**src/rtl/oama_pkg.sv**
```systemverilog
// ----------------------------------------------------------------------------
// oama_pkg
// Shared types, constants and angular-momentum weight table for the
// orbital angular momentum accumulator.
// ----------------------------------------------------------------------------
package oama_pkg;

   localparam logic [3:0] ORBITALS = 4'd10;

   localparam logic [1:0] DIR_X = 2'd0;
   localparam logic [1:0] DIR_Y = 2'd1;
   localparam logic [1:0] DIR_Z = 2'd2;

   localparam logic [0:0] CSR_DIRECTION     = 1'b0;
   localparam logic [0:0] CSR_ORBITAL_COUNT = 1'b1;

   localparam logic signed [17:0] L_ONE = 18'sd16384;
   localparam logic signed [17:0] L_TWO = 18'sd32768;
   localparam logic signed [17:0] L_SQ3 = 18'sd28378;

   typedef struct packed {
      logic signed [15:0] fr;
      logic signed [15:0] fi;
      logic signed [15:0] sr;
      logic signed [15:0] si;
   } coef_type;

   typedef enum logic [2:0] {
      ST_FR_SI,
      ST_FI_SR,
      ST_FR_SR,
      ST_FI_SI,
      ST_CROSS_W,
      ST_DOT_W,
      ST_ACC_IM
   } step_type;

   typedef struct packed {
      logic     run;
      logic     clear;
      step_type step;
   } unit_ctrl_type;

   // Imaginary part of L[row][col], Q4.14; the diagonal is zero everywhere.
   function automatic logic signed [17:0] l_weight(input logic [1:0] dir,
                                                   input logic [3:0] row,
                                                   input logic [3:0] col);
      logic signed [17:0] w;
      logic [7:0]         rc;
      begin
         w  = '0;
         rc = {row, col};
         case (dir)
            DIR_X: begin
               case (rc)
                  8'h34:   w = -L_ONE;
                  8'h43:   w = L_ONE;
                  8'h57:   w = -L_ONE;
                  8'h68:   w = -L_ONE;
                  8'h69:   w = -L_SQ3;
                  8'h75:   w = L_ONE;
                  8'h86:   w = L_ONE;
                  8'h96:   w = L_SQ3;
                  default: w = '0;
               endcase
            end
            DIR_Y: begin
               case (rc)
                  8'h24:   w = L_ONE;
                  8'h42:   w = -L_ONE;
                  8'h56:   w = L_ONE;
                  8'h65:   w = -L_ONE;
                  8'h78:   w = -L_ONE;
                  8'h79:   w = L_SQ3;
                  8'h87:   w = L_ONE;
                  8'h97:   w = -L_SQ3;
                  default: w = '0;
               endcase
            end
            DIR_Z: begin
               case (rc)
                  8'h23:   w = -L_ONE;
                  8'h32:   w = L_ONE;
                  8'h58:   w = L_TWO;
                  8'h67:   w = L_ONE;
                  8'h76:   w = -L_ONE;
                  8'h85:   w = -L_TWO;
                  default: w = '0;
               endcase
            end
            default: w = '0;
         endcase
         return w;
      end
   endfunction

endpackage

```
**src/rtl/orbital_angular_momentum_accum_top.sv**
```systemverilog
// ----------------------------------------------------------------------------
// orbital_angular_momentum_accum_top
// Accumulates the angular-momentum expectation of two coefficient streams.
// ----------------------------------------------------------------------------
// Usage:
//   req_* carries one orbital's coefficient pair per beat (Q1.15), groups of
//   orbital_count beats per atom and spin. req_last_item closes the vector.
//   rsp_* returns one beat per vector: the saturated 64-bit complex sum.
//   csr_* writes direction (index 0) and orbital_count (index 1) while
//   idle; the user must keep to this, the block does not enforce it.
// Scheduling:
//   An item at group position p scans its lower partner orbitals twice,
//   once per weight orientation; each partner with a nonzero weight runs
//   the multiply/add steps on the single shared multiplier and adder.
//   req_ready is high only between items.
// Output:
//   The result sits in an output register; the next item is taken while it
//   waits. A second result waits in wrap-up until the first beat is taken.
// Reset:
//   Clears sums and group position; direction returns to z, count to 10.
// ----------------------------------------------------------------------------
module orbital_angular_momentum_accum_top
   import oama_pkg::*;
(
   input  logic               clock,
   input  logic               reset,
   input  logic               req_valid,
   output logic               req_ready,
   input  logic signed [15:0] req_first_re,
   input  logic signed [15:0] req_first_im,
   input  logic signed [15:0] req_second_re,
   input  logic signed [15:0] req_second_im,
   input  logic               req_last_item,
   output logic               rsp_valid,
   input  logic               rsp_ready,
   output logic signed [63:0] rsp_sum_re,
   output logic signed [63:0] rsp_sum_im,
   input  logic               csr_we,
   input  logic [0:0]         csr_index,
   input  logic [3:0]         csr_wdata
);

   typedef enum logic [1:0] {
      S_IDLE,
      S_SCAN,
      S_MUL,
      S_FIN
   } state_type;

   state_type          state_ff;
   logic [1:0]         dir_ff;
   logic [3:0]         cnt_ff;
   logic [3:0]         pos_ff;
   logic [3:0]         p_ff;
   logic [3:0]         k_ff;
   logic               phase_ff;
   logic               last_ff;
   coef_type           cur_ff;
   logic signed [17:0] w_ff;
   step_type           step_ff;
   logic               rsp_valid_ff;
   logic [63:0]        rsp_re_ff;
   logic [63:0]        rsp_im_ff;

   logic [3:0]         cnt_use;
   logic [3:0]         p_in;
   logic [4:0]         p_next;
   logic               accept;
   coef_type           item;
   logic signed [17:0] w_scan;
   logic               rd_en;
   logic               emit;
   coef_type           rd_data;
   coef_type           op_a;
   coef_type           op_b;
   unit_ctrl_type      ctrl;
   logic [63:0]        acc_re;
   logic [63:0]        acc_im;

   assign accept = req_valid && (state_ff == S_IDLE);
   assign item   = '{fr: req_first_re, fi: req_first_im,
                     sr: req_second_re, si: req_second_im};

   always_comb begin
      if (cnt_ff == 4'd0) begin
         cnt_use = 4'd1;
      end else if (cnt_ff > ORBITALS) begin
         cnt_use = ORBITALS;
      end else begin
         cnt_use = cnt_ff;
      end
      p_in   = (pos_ff >= cnt_use) ? 4'd0 : pos_ff;
      p_next = {1'b0, p_in} + 5'd1;
   end

   assign w_scan = phase_ff ? l_weight(dir_ff, k_ff, p_ff) : l_weight(dir_ff, p_ff, k_ff);
   assign rd_en  = (state_ff == S_SCAN) && (k_ff != p_ff) && (w_scan != '0);
   assign emit   = (state_ff == S_FIN) && last_ff && (!rsp_valid_ff || rsp_ready);

   assign op_a = phase_ff ? rd_data : cur_ff;
   assign op_b = phase_ff ? cur_ff : rd_data;

   assign ctrl = '{run: (state_ff == S_MUL), clear: emit, step: step_ff};

   oama_store u_store (
      .clock   (clock),
      .wr_en   (accept),
      .wr_addr (p_in),
      .wr_data (item),
      .rd_en   (rd_en),
      .rd_addr (k_ff),
      .rd_data (rd_data)
   );

   oama_unit u_unit (
      .clock  (clock),
      .reset  (reset),
      .ctrl   (ctrl),
      .op_a   (op_a),
      .op_b   (op_b),
      .weight (w_ff),
      .acc_re (acc_re),
      .acc_im (acc_im)
   );

   always_ff @(posedge clock) begin
      if (reset) begin
         state_ff     <= S_IDLE;
         dir_ff       <= DIR_Z;
         cnt_ff       <= ORBITALS;
         pos_ff       <= '0;
         p_ff         <= '0;
         k_ff         <= '0;
         phase_ff     <= 1'b0;
         last_ff      <= 1'b0;
         step_ff      <= ST_FR_SI;
         rsp_valid_ff <= 1'b0;
      end else begin
         if (csr_we) begin
            case (csr_index)
               CSR_DIRECTION:     dir_ff <= csr_wdata[1:0];
               CSR_ORBITAL_COUNT: cnt_ff <= csr_wdata;
               default:           dir_ff <= dir_ff;
            endcase
         end
         if (rsp_valid_ff && rsp_ready && !emit) begin
            rsp_valid_ff <= 1'b0;
         end
         case (state_ff)
            S_IDLE: begin
               if (accept) begin
                  cur_ff   <= item;
                  p_ff     <= p_in;
                  pos_ff   <= (p_next >= {1'b0, cnt_use}) ? 4'd0 : p_next[3:0];
                  last_ff  <= req_last_item;
                  k_ff     <= '0;
                  phase_ff <= 1'b0;
                  state_ff <= S_SCAN;
               end
            end
            S_SCAN: begin
               if (k_ff == p_ff) begin
                  if (!phase_ff) begin
                     phase_ff <= 1'b1;
                     k_ff     <= '0;
                  end else begin
                     state_ff <= S_FIN;
                  end
               end else if (w_scan != '0) begin
                  w_ff     <= w_scan;
                  step_ff  <= ST_FR_SI;
                  state_ff <= S_MUL;
               end else begin
                  k_ff <= k_ff + 4'd1;
               end
            end
            S_MUL: begin
               if (step_ff == ST_ACC_IM) begin
                  k_ff     <= k_ff + 4'd1;
                  state_ff <= S_SCAN;
               end else begin
                  step_ff <= step_type'(step_ff + 3'd1);
               end
            end
            S_FIN: begin
               if (!last_ff) begin
                  state_ff <= S_IDLE;
               end else if (emit) begin
                  rsp_valid_ff <= 1'b1;
                  rsp_re_ff    <= acc_re;
                  rsp_im_ff    <= acc_im;
                  pos_ff       <= '0;
                  state_ff     <= S_IDLE;
               end
            end
            default: state_ff <= S_IDLE;
         endcase
      end
   end

   assign req_ready  = (state_ff == S_IDLE);
   assign rsp_valid  = rsp_valid_ff;
   assign rsp_sum_re = rsp_re_ff;
   assign rsp_sum_im = rsp_im_ff;

endmodule

```
**src/rtl/oama_store.sv**
```systemverilog
// ----------------------------------------------------------------------------
// oama_store
// Group coefficient memory: one write port, one registered read port.
// ----------------------------------------------------------------------------
module oama_store
   import oama_pkg::*;
(
   input  logic       clock,
   input  logic       wr_en,
   input  logic [3:0] wr_addr,
   input  coef_type   wr_data,
   input  logic       rd_en,
   input  logic [3:0] rd_addr,
   output coef_type   rd_data
);

   coef_type mem [0:ORBITALS-1];
   coef_type rd_data_ff;

   always_ff @(posedge clock) begin
      if (wr_en) begin
         mem[wr_addr] <= wr_data;
      end
      if (rd_en) begin
         rd_data_ff <= mem[rd_addr];
      end
   end

   assign rd_data = rd_data_ff;

endmodule

```
**src/rtl/oama_unit.sv**
```systemverilog
// ----------------------------------------------------------------------------
// oama_unit
// Shared 34x18 multiplier with cross/dot sums and one saturating 64-bit
// adder serving both accumulators.
// ----------------------------------------------------------------------------
module oama_unit
   import oama_pkg::*;
(
   input  logic               clock,
   input  logic               reset,
   input  unit_ctrl_type      ctrl,
   input  coef_type           op_a,
   input  coef_type           op_b,
   input  logic signed [17:0] weight,
   output logic [63:0]        acc_re,
   output logic [63:0]        acc_im
);

   logic signed [33:0] mul_a;
   logic signed [17:0] mul_b;
   logic signed [51:0] prod_in;
   logic signed [51:0] prod_ff;
   logic signed [33:0] cross_ff;
   logic signed [33:0] cross_in;
   logic signed [33:0] dot_ff;
   logic signed [33:0] dot_in;
   logic [63:0]        acc_re_ff;
   logic [63:0]        acc_re_in;
   logic [63:0]        acc_im_ff;
   logic [63:0]        acc_im_in;
   logic [63:0]        term;
   logic [63:0]        opa;
   logic [64:0]        sum_w;
   logic [63:0]        sat_sum;

   always_comb begin
      mul_a = '0;
      mul_b = '0;
      case (ctrl.step)
         ST_FR_SI: begin
            mul_a = 34'(op_a.fr);
            mul_b = 18'(op_b.si);
         end
         ST_FI_SR: begin
            mul_a = 34'(op_a.fi);
            mul_b = 18'(op_b.sr);
         end
         ST_FR_SR: begin
            mul_a = 34'(op_a.fr);
            mul_b = 18'(op_b.sr);
         end
         ST_FI_SI: begin
            mul_a = 34'(op_a.fi);
            mul_b = 18'(op_b.si);
         end
         ST_CROSS_W: begin
            mul_a = cross_ff;
            mul_b = weight;
         end
         ST_DOT_W: begin
            mul_a = dot_ff;
            mul_b = weight;
         end
         default: begin
            mul_a = '0;
            mul_b = '0;
         end
      endcase
      prod_in = mul_a * mul_b;
   end

   // term = product * 2^14; the product stays within 48 signed bits
   assign term = {prod_ff[49:0], 14'd0};
   assign opa  = (ctrl.step == ST_ACC_IM) ? acc_im_ff : acc_re_ff;

   always_comb begin
      if (ctrl.step == ST_DOT_W) begin
         sum_w = {opa[63], opa} - {term[63], term};
      end else begin
         sum_w = {opa[63], opa} + {term[63], term};
      end
      if (sum_w[64] != sum_w[63]) begin
         sat_sum = sum_w[64] ? {1'b1, 63'd0} : {1'b0, {63{1'b1}}};
      end else begin
         sat_sum = sum_w[63:0];
      end
   end

   always_comb begin
      cross_in  = cross_ff;
      dot_in    = dot_ff;
      acc_re_in = acc_re_ff;
      acc_im_in = acc_im_ff;
      if (ctrl.run) begin
         case (ctrl.step)
            ST_FI_SR:   cross_in = prod_ff[33:0];
            ST_FR_SR:   cross_in = cross_ff - prod_ff[33:0];
            ST_FI_SI:   dot_in = prod_ff[33:0];
            ST_CROSS_W: dot_in = dot_ff + prod_ff[33:0];
            ST_DOT_W:   acc_re_in = sat_sum;
            ST_ACC_IM:  acc_im_in = sat_sum;
            default:    cross_in = cross_ff;
         endcase
      end
      if (ctrl.clear) begin
         acc_re_in = '0;
         acc_im_in = '0;
      end
   end

   always_ff @(posedge clock) begin
      if (reset) begin
         acc_re_ff <= '0;
         acc_im_ff <= '0;
      end else begin
         acc_re_ff <= acc_re_in;
         acc_im_ff <= acc_im_in;
      end
      if (ctrl.run) begin
         prod_ff <= prod_in;
      end
      cross_ff <= cross_in;
      dot_ff   <= dot_in;
   end

   assign acc_re = acc_re_ff;
   assign acc_im = acc_im_ff;

endmodule
```
**config.mk**
```make
export PLATFORM = sky130hd
export DESIGN_NAME = orbital_angular_momentum_accum_top
export DESIGN_NICKNAME = d
export VERILOG_FILES = /design/src/rtl/oama_pkg.sv /design/src/rtl/orbital_angular_momentum_accum_top.sv /design/src/rtl/oama_store.sv /design/src/rtl/oama_unit.sv
export SDC_FILE = /design/constraint.sdc
export NUM_CORES = 2
export LEC_CHECK = 0
export ABC_AREA = 1
export BUFFER_PORTS_ARGS = -buffer_cell sky130_fd_sc_hd__buf_2
export CORE_MARGIN = 10
export CORE_UTILIZATION = 60
export CTS_CLUSTER_DIAMETER = 120
export CTS_CLUSTER_SIZE = 10
export DETAILED_ROUTE_END_ITERATION = 8
export GPL_ROUTABILITY_DRIVEN = 1
export GPL_TIMING_DRIVEN = 1
export PLACE_DENSITY_LB_ADDON = 0.25
export SYNTH_ARGS = -nofsm -noshare
export SYNTH_HDL_FRONTEND = slang
export SYNTH_SLANG_ARGS = --single-unit
```
**constraint.sdc**
```tcl
create_clock -name clock -period 14.3 [get_ports clock]
set_clock_uncertainty 0.15 [all_clocks]
set_input_delay 0.715 -clock clock [delete_from_list [all_inputs] [get_ports clock]]
set_output_delay 0.715 -clock clock [all_outputs]
set_load 0.05 [all_outputs]
```
# Word level (Yosys, flattened, before mapping)
# Memories as Yosys holds them, arrays and structs flattened. A register that Yosys moved wholly into a read port is not among the register bits.
# Cells that the tools add are included.
# word_totals
reg_bits,482
mem_bits_rw,640
in_bits,75
out_inout_bits,130
memories,1
# mem_list
name,depth,width,rd,rd_clocked_by_memory_dff,write_ports,line,rtl
u_store.mem,10,64,1,1,1,oama_store.sv:17,coef_type mem [0:ORBITALS-1];
# op_classes
n_addsub,7
n_mul,1
n_lt_le_gt_ge,3
eq_ne,71
mux,54
bitwise,3
reduce_logical,54
# op_table
operator,count
$pmux 18 s4,6
$mux 64,4
$eq 8x7->1 const B,26
$pmux 18 s3,3
$pmux 34 s2,2
$pmux 34 s4,1
$eq 8x8->1 const B,10
$add 64x64->65,1
$mux 65,1
$sub 64x64->65,1
$eq 8x6->1 const B,8
$mul 34x18->50,1
$mux 4,12
$add 34x34->34,1
$sub 34x34->34,1
$mux 32,1
$reduce_or 3->1,8
$reduce_or 2->1,10
$mux 18,1
$reduce_bool 18->1,1
$reduce_and 4->1,4
$mux 2,7
$reduce_and 2->1,7
$pmux 4 s3,1
36 further kinds,75

# Logic depth before layout (Yosys ltp)
# logic_depth
depth_word,10
ltp_mapped,35
mapped_depth_nobuf,34

# Hierarchy
# A second synthesis with hierarchy kept.
# hier_totals
cells_unflattened,9513
hier_area_um2,81037.7
# by_module_without_submodules
mod,n_inst,cells_per_inst,area_each_um2,seq_area_each_um2
oama_unit,1,6094,42680.9,6105.9
oama_store,1,2519,28727.6,21140.3
orbital_angular_momentum_accum_top,1,900,9629.2,6466.2

# Least setup slack after synthesis
# OpenSTA, ideal clock, no wires.
# synth_timing
path_type,input to register
start,input reset
end,"register rsp_im_ff[0] (netlist: rsp_sum_im[0]), enable pin"
setup_time_ns,0.774
arrival_time_ns,9.549
setup_slack_ns,3.827
cell_stages,1
path_buffers,0
path_cell_list,nor3_1
# synth_between
elab_chain_len,2
# synth_lines
item,line,rtl
start: declaration,orbital_angular_momentum_accum_top.sv:26,"input logic reset,"
$not 1->1 (no source line),-,
$reduce_and 4->1 (no source line),-,
end signal: assignment,orbital_angular_momentum_accum_top.sv:191,rsp_im_ff <= acc_im;
end: declaration,orbital_angular_momentum_accum_top.sv:63,logic [63:0] rsp_im_ff;
# No other way between the ends.
# A chain may end at the register's enable or synchronous reset.

# Worst setup path in the final report
# layout_timing
start,register phase_ff
end,"register u_unit.prod_ff[49], data pin"
# layout_between
elab_chain_len,3
word_cells_on_any_way,5
cone_classes,mul: 1; mux: 4
# layout_lines
item,line,rtl
start: declaration,orbital_angular_momentum_accum_top.sv:56,logic phase_ff;
start signal: assignment,orbital_angular_momentum_accum_top.sv:134,phase_ff <= 1'b0;
start signal: assignment,orbital_angular_momentum_accum_top.sv:157,phase_ff <= 1'b0;
start signal: assignment,orbital_angular_momentum_accum_top.sv:164,phase_ff <= 1'b1;
$mux 64 / $mux 32 (equally long branches),"orbital_angular_momentum_accum_top.sv:100, orbital_angular_momentum_accum_top.sv:101",
$pmux 34 s4 / $pmux 18 s3 (equally long branches),oama_unit.sv:39,case (ctrl.step)
$mul 34x18->50 (*),oama_unit.sv:69,prod_in = mul_a * mul_b;
net u_unit.prod_in[49],oama_unit.sv:21,logic signed [51:0] prod_in;
end signal: assignment,oama_unit.sv:120,prod_ff <= prod_in;
end: declaration,oama_unit.sv:22,logic signed [51:0] prod_ff;
# The timed path passes the listed nets; every way through them passes the cells marked *.

==> flow_metrics.py <==
metrics = {
    "grt": {
        "grt_usage_pct": 30.9,
        "grt_pass1_wl_um": 341000,
        "grt_antenna_before_repair": 11,
        "overflow": 0,
        "grt_pass1_vias": 59800,
        "grt_max_degree": 117,
    },
    "drt": {
        "first_iter_violations": 5940,
        "wirelength_um": 222000,
        "drc": 0,
        "wire_per_inst_um": 21.8,
        "vias": 59200,
        "vias_per_cell": 5.82,
        "ant_nets": 0,
        "first_pass_iters": 6,
    },
    "worst_setup_path": {
        "critPathMaxFanout": 41,
        "path_delay_family": "adder cells",
        "startpoint_type": "register",
        "critical-path-top-cell-by-count": "nand2_1",
        "path_class": "register to register",
        "required_ns": 14.69,
        "cpMaxStageDelayCell": "clkinv_1",
        "crit_buf_inv": 7,
        "max_stage_delay_ns": 1.08,
        "critPathCaptureType": "register",
        "worstPathArrival_ns": 9.47,
    },
    "sta": {
        "hold_viol": 0,
        "tightest_slew_ns": 1.26,
        "slew_violations": 0,
        "max_freq_mhz": 110,
        "post-route-period-util_pct": 63.5,
        "min_period_ns": 9.08,
        "rsz0062_at_grt": "no",
        "timing.hold.ws_ns": 0.0667,
        "setup_viol_count_final": 0,
        "postLayoutSetupSlackWorst_ns": 5.22,
        "relSlewSlack_pct": 16.2,
        "fin_setup_tns_ns": 0,
    },
    "run": {
        "drv_cap": 0,
    },
    "yosys": {
        "synth_nets": 9283,
        "synth-seq-cells": 1174,
        "async_flop_share_pct": 0,
        "synth_flop_cell": "edfxtp_1",
        "yosysMostFrequentCell": "nand2_1",
        "ys_warn_count": 0,
        "synth_commonest_cells": "1816 x nand2_1, 1463 x inv_1, 1020 x edfxtp_1, 731 x nor2_1, 599 x o21ai_0",
        "netlist_top_cells_area": "edfxtp_1 40%, fa_1 15%, nand2_1 8.9%, inv_1 7.1%, ha_1 4.3%",
        "yosysTopAreaCellShare_pct": 39.8,
        "syn_avg_cell_area_um2": 9.19,
        "synth_edf_count": 1020,
        "synthesis.instances": 8370,
        "synth_area_leader_cell": "edfxtp_1",
        "synth_cell_types": 62,
        "syn_area_um2": 76900,
        "yosysSeqAreaShare_pct": 43.8,
    },
    "placement": {
        "place_area_um2": 79400,
        "dp_slack_ns": 5.47,
        "port_buffers": 204,
        "gp_congestion": 1.01,
        "dp.final_hpwl_um": 156000,
    },
    "worst_hold_path": {
        "hold_class": "input pin to register",
    },
    "cts": {
        "clock_path_buffers": 3,
        "clkTransAtPathRegs_ns": 0.07,
        "cts-buffers-inserted": 137,
        "clock_latency_ns": 0.81,
        "cts_tree": "yes",
        "root_buffer": "clkbuf_16",
        "cts_max_level": 4,
        "clock-sinks": 1174,
    },
    "floorplanning": {
        "initial_core_util_pct": 60.3,
        "core-area_um2": 128000,
        "pin_count": 205,
        "row_count": 131,
        "dieWidth_um": 378,
        "die_h_um": 378,
        "dieArea_um2": 143000,
    },
    "status": {
        "status": "complete, no violations",
    },
    "finish": {
        "nFillCells": 10200,
        "drive_above_1_share_pct": 6.66,
        "syn_to_final_growth_pct": 8.48,
        "design_area_um2": 83400,
        "fin_nets": 9368,
    },
}
==> registers in the layout, summed over array words and instances, names as in the netlist <==
signal	cells
cur_ff	64
dir_ff	2
u_store.rd_data	64
w_ff	6
u_unit.dot_ff	34
p_ff	4
k_ff	4
u_unit.prod_ff	50
rsp_valid	1
rsp_sum_re	64
u_unit.cross_ff	34
state_ff	2
u_unit.acc_re	64
pos_ff	4
cnt_ff	4
step_ff	3
rsp_sum_im	64
last_ff	1
u_store.mem	640
u_unit.acc_im	64
phase_ff	1
==> per-stage QoR <==
step | cells | util, %
after global routing | 10200 | 65.4
final | 10200 | 65.4
after floorplan | 8370 | -
after detailed placement | 9977 | 62.3
after CTS | 10200 | 65.4
after global placement | 9977 | 62.3
==> layout by cell type (no fill, tap or decap), drive strengths merged, types with 3 or more instances in the layout <==
| cell type | n |
|---|---|
| buf | 300 |
| clkinv | 22 |
| o31ai | 7 |
| o21ai | 607 |
| nor3 | 43 |
| a21o | 19 |
| a22o | 5 |
| nand3 | 297 |
| o211ai | 71 |
| a221oi | 5 |
| xor2 | 124 |
| nand4 | 30 |
| o221ai | 3 |
| o21a | 65 |
| a221o | 21 |
| o21bai | 39 |
| a21oi | 285 |
| diode | 6 |
| nor4 | 17 |
| a31oi | 37 |
| nand3b | 11 |
| o2111ai | 14 |
| and3 | 6 |
| dfxtp | 154 |
| nor2 | 744 |
| edfxtp | 1020 |
| clkbuf | 180 |
| inv | 1479 |
| xnor2 | 54 |
| a211oi | 4 |
| o22ai | 133 |
| ha | 264 |
| a21boi | 6 |
| fa | 574 |
| or2 | 25 |
| nand2 | 1834 |
==> logic make-up (layout without fill, tap and decap cells) <==
logic type / Yosys count / in the layout / share of synthesized area [%]
AO/OA/AOI/OAI: 1326 / 1326 / 9.90
XOR/XNOR: 178 / 178 / 2.03
adder cells (fa/ha/maj): 839 / 839 / 19.2
buffers and inverters: 1839 / 1984 / 9.20
flip-flops: 1174 / 1174 / 43.8
other: 0 / 6 / 0
AND/OR/NAND/NOR: 3014 / 3014 / 15.8
==> per-layer routing <==
metal | track usage, % | up-vias | share of wire, %
met5 | 0 | - | 0.036
met4 | 14.0 | 12 | 4.8
met3 | 5.52 | 599 | 8.6
met2 | 51.4 | 2742 | 48
met1 | 39.4 | 28800 | 39
li1 | - | 27100 | -
==> what timing repair did <==
action                                 4_1_cts  5_1_grt
endpoints found under the hold margin        1        0
setup buffers                                0        0
resized for setup                            0        0
hold buffers                                 1        0
==> final cells by class <==
class | count | area, µm² | share of cell area (%)
multi-input combinational | 5357 | 36300 | 43.5
sequential | 1174 | 33700 | 40.4
clock buffer | 180 | 3620 | 4.34
inverter | 1484 | 5580 | 6.69
timing repair buffer | 301 | 1750 | 2.10
antenna | 6 | 15.0 | 0.0180
tap | 1662 | 2080 | 2.49
clock inverter | 19 | 399 | 0.478
==> worst paths after layout <==
path	from	end	slack, ns	cells after the start
setup / recovery	phase_ff$_SDFFE_PP0P_	u_unit.prod_ff[49]$_DFFE_PP_	5.22	27
setup reg to reg	phase_ff$_SDFFE_PP0P_	u_unit.prod_ff[49]$_DFFE_PP_	5.22	27
hold / removal	req_second_im[0]	u_store.mem[3][0]$_DFFE_PP_	0.07	1
hold reg to reg	u_unit.acc_im[48]$_SDFFE_PP0P_	rsp_sum_im[48]$_DFFE_PP_	0.26	0
Power is left out: the tool's default activity adds up to more than one toggle a clock period on the data nets, which glitch-free logic cannot reach.
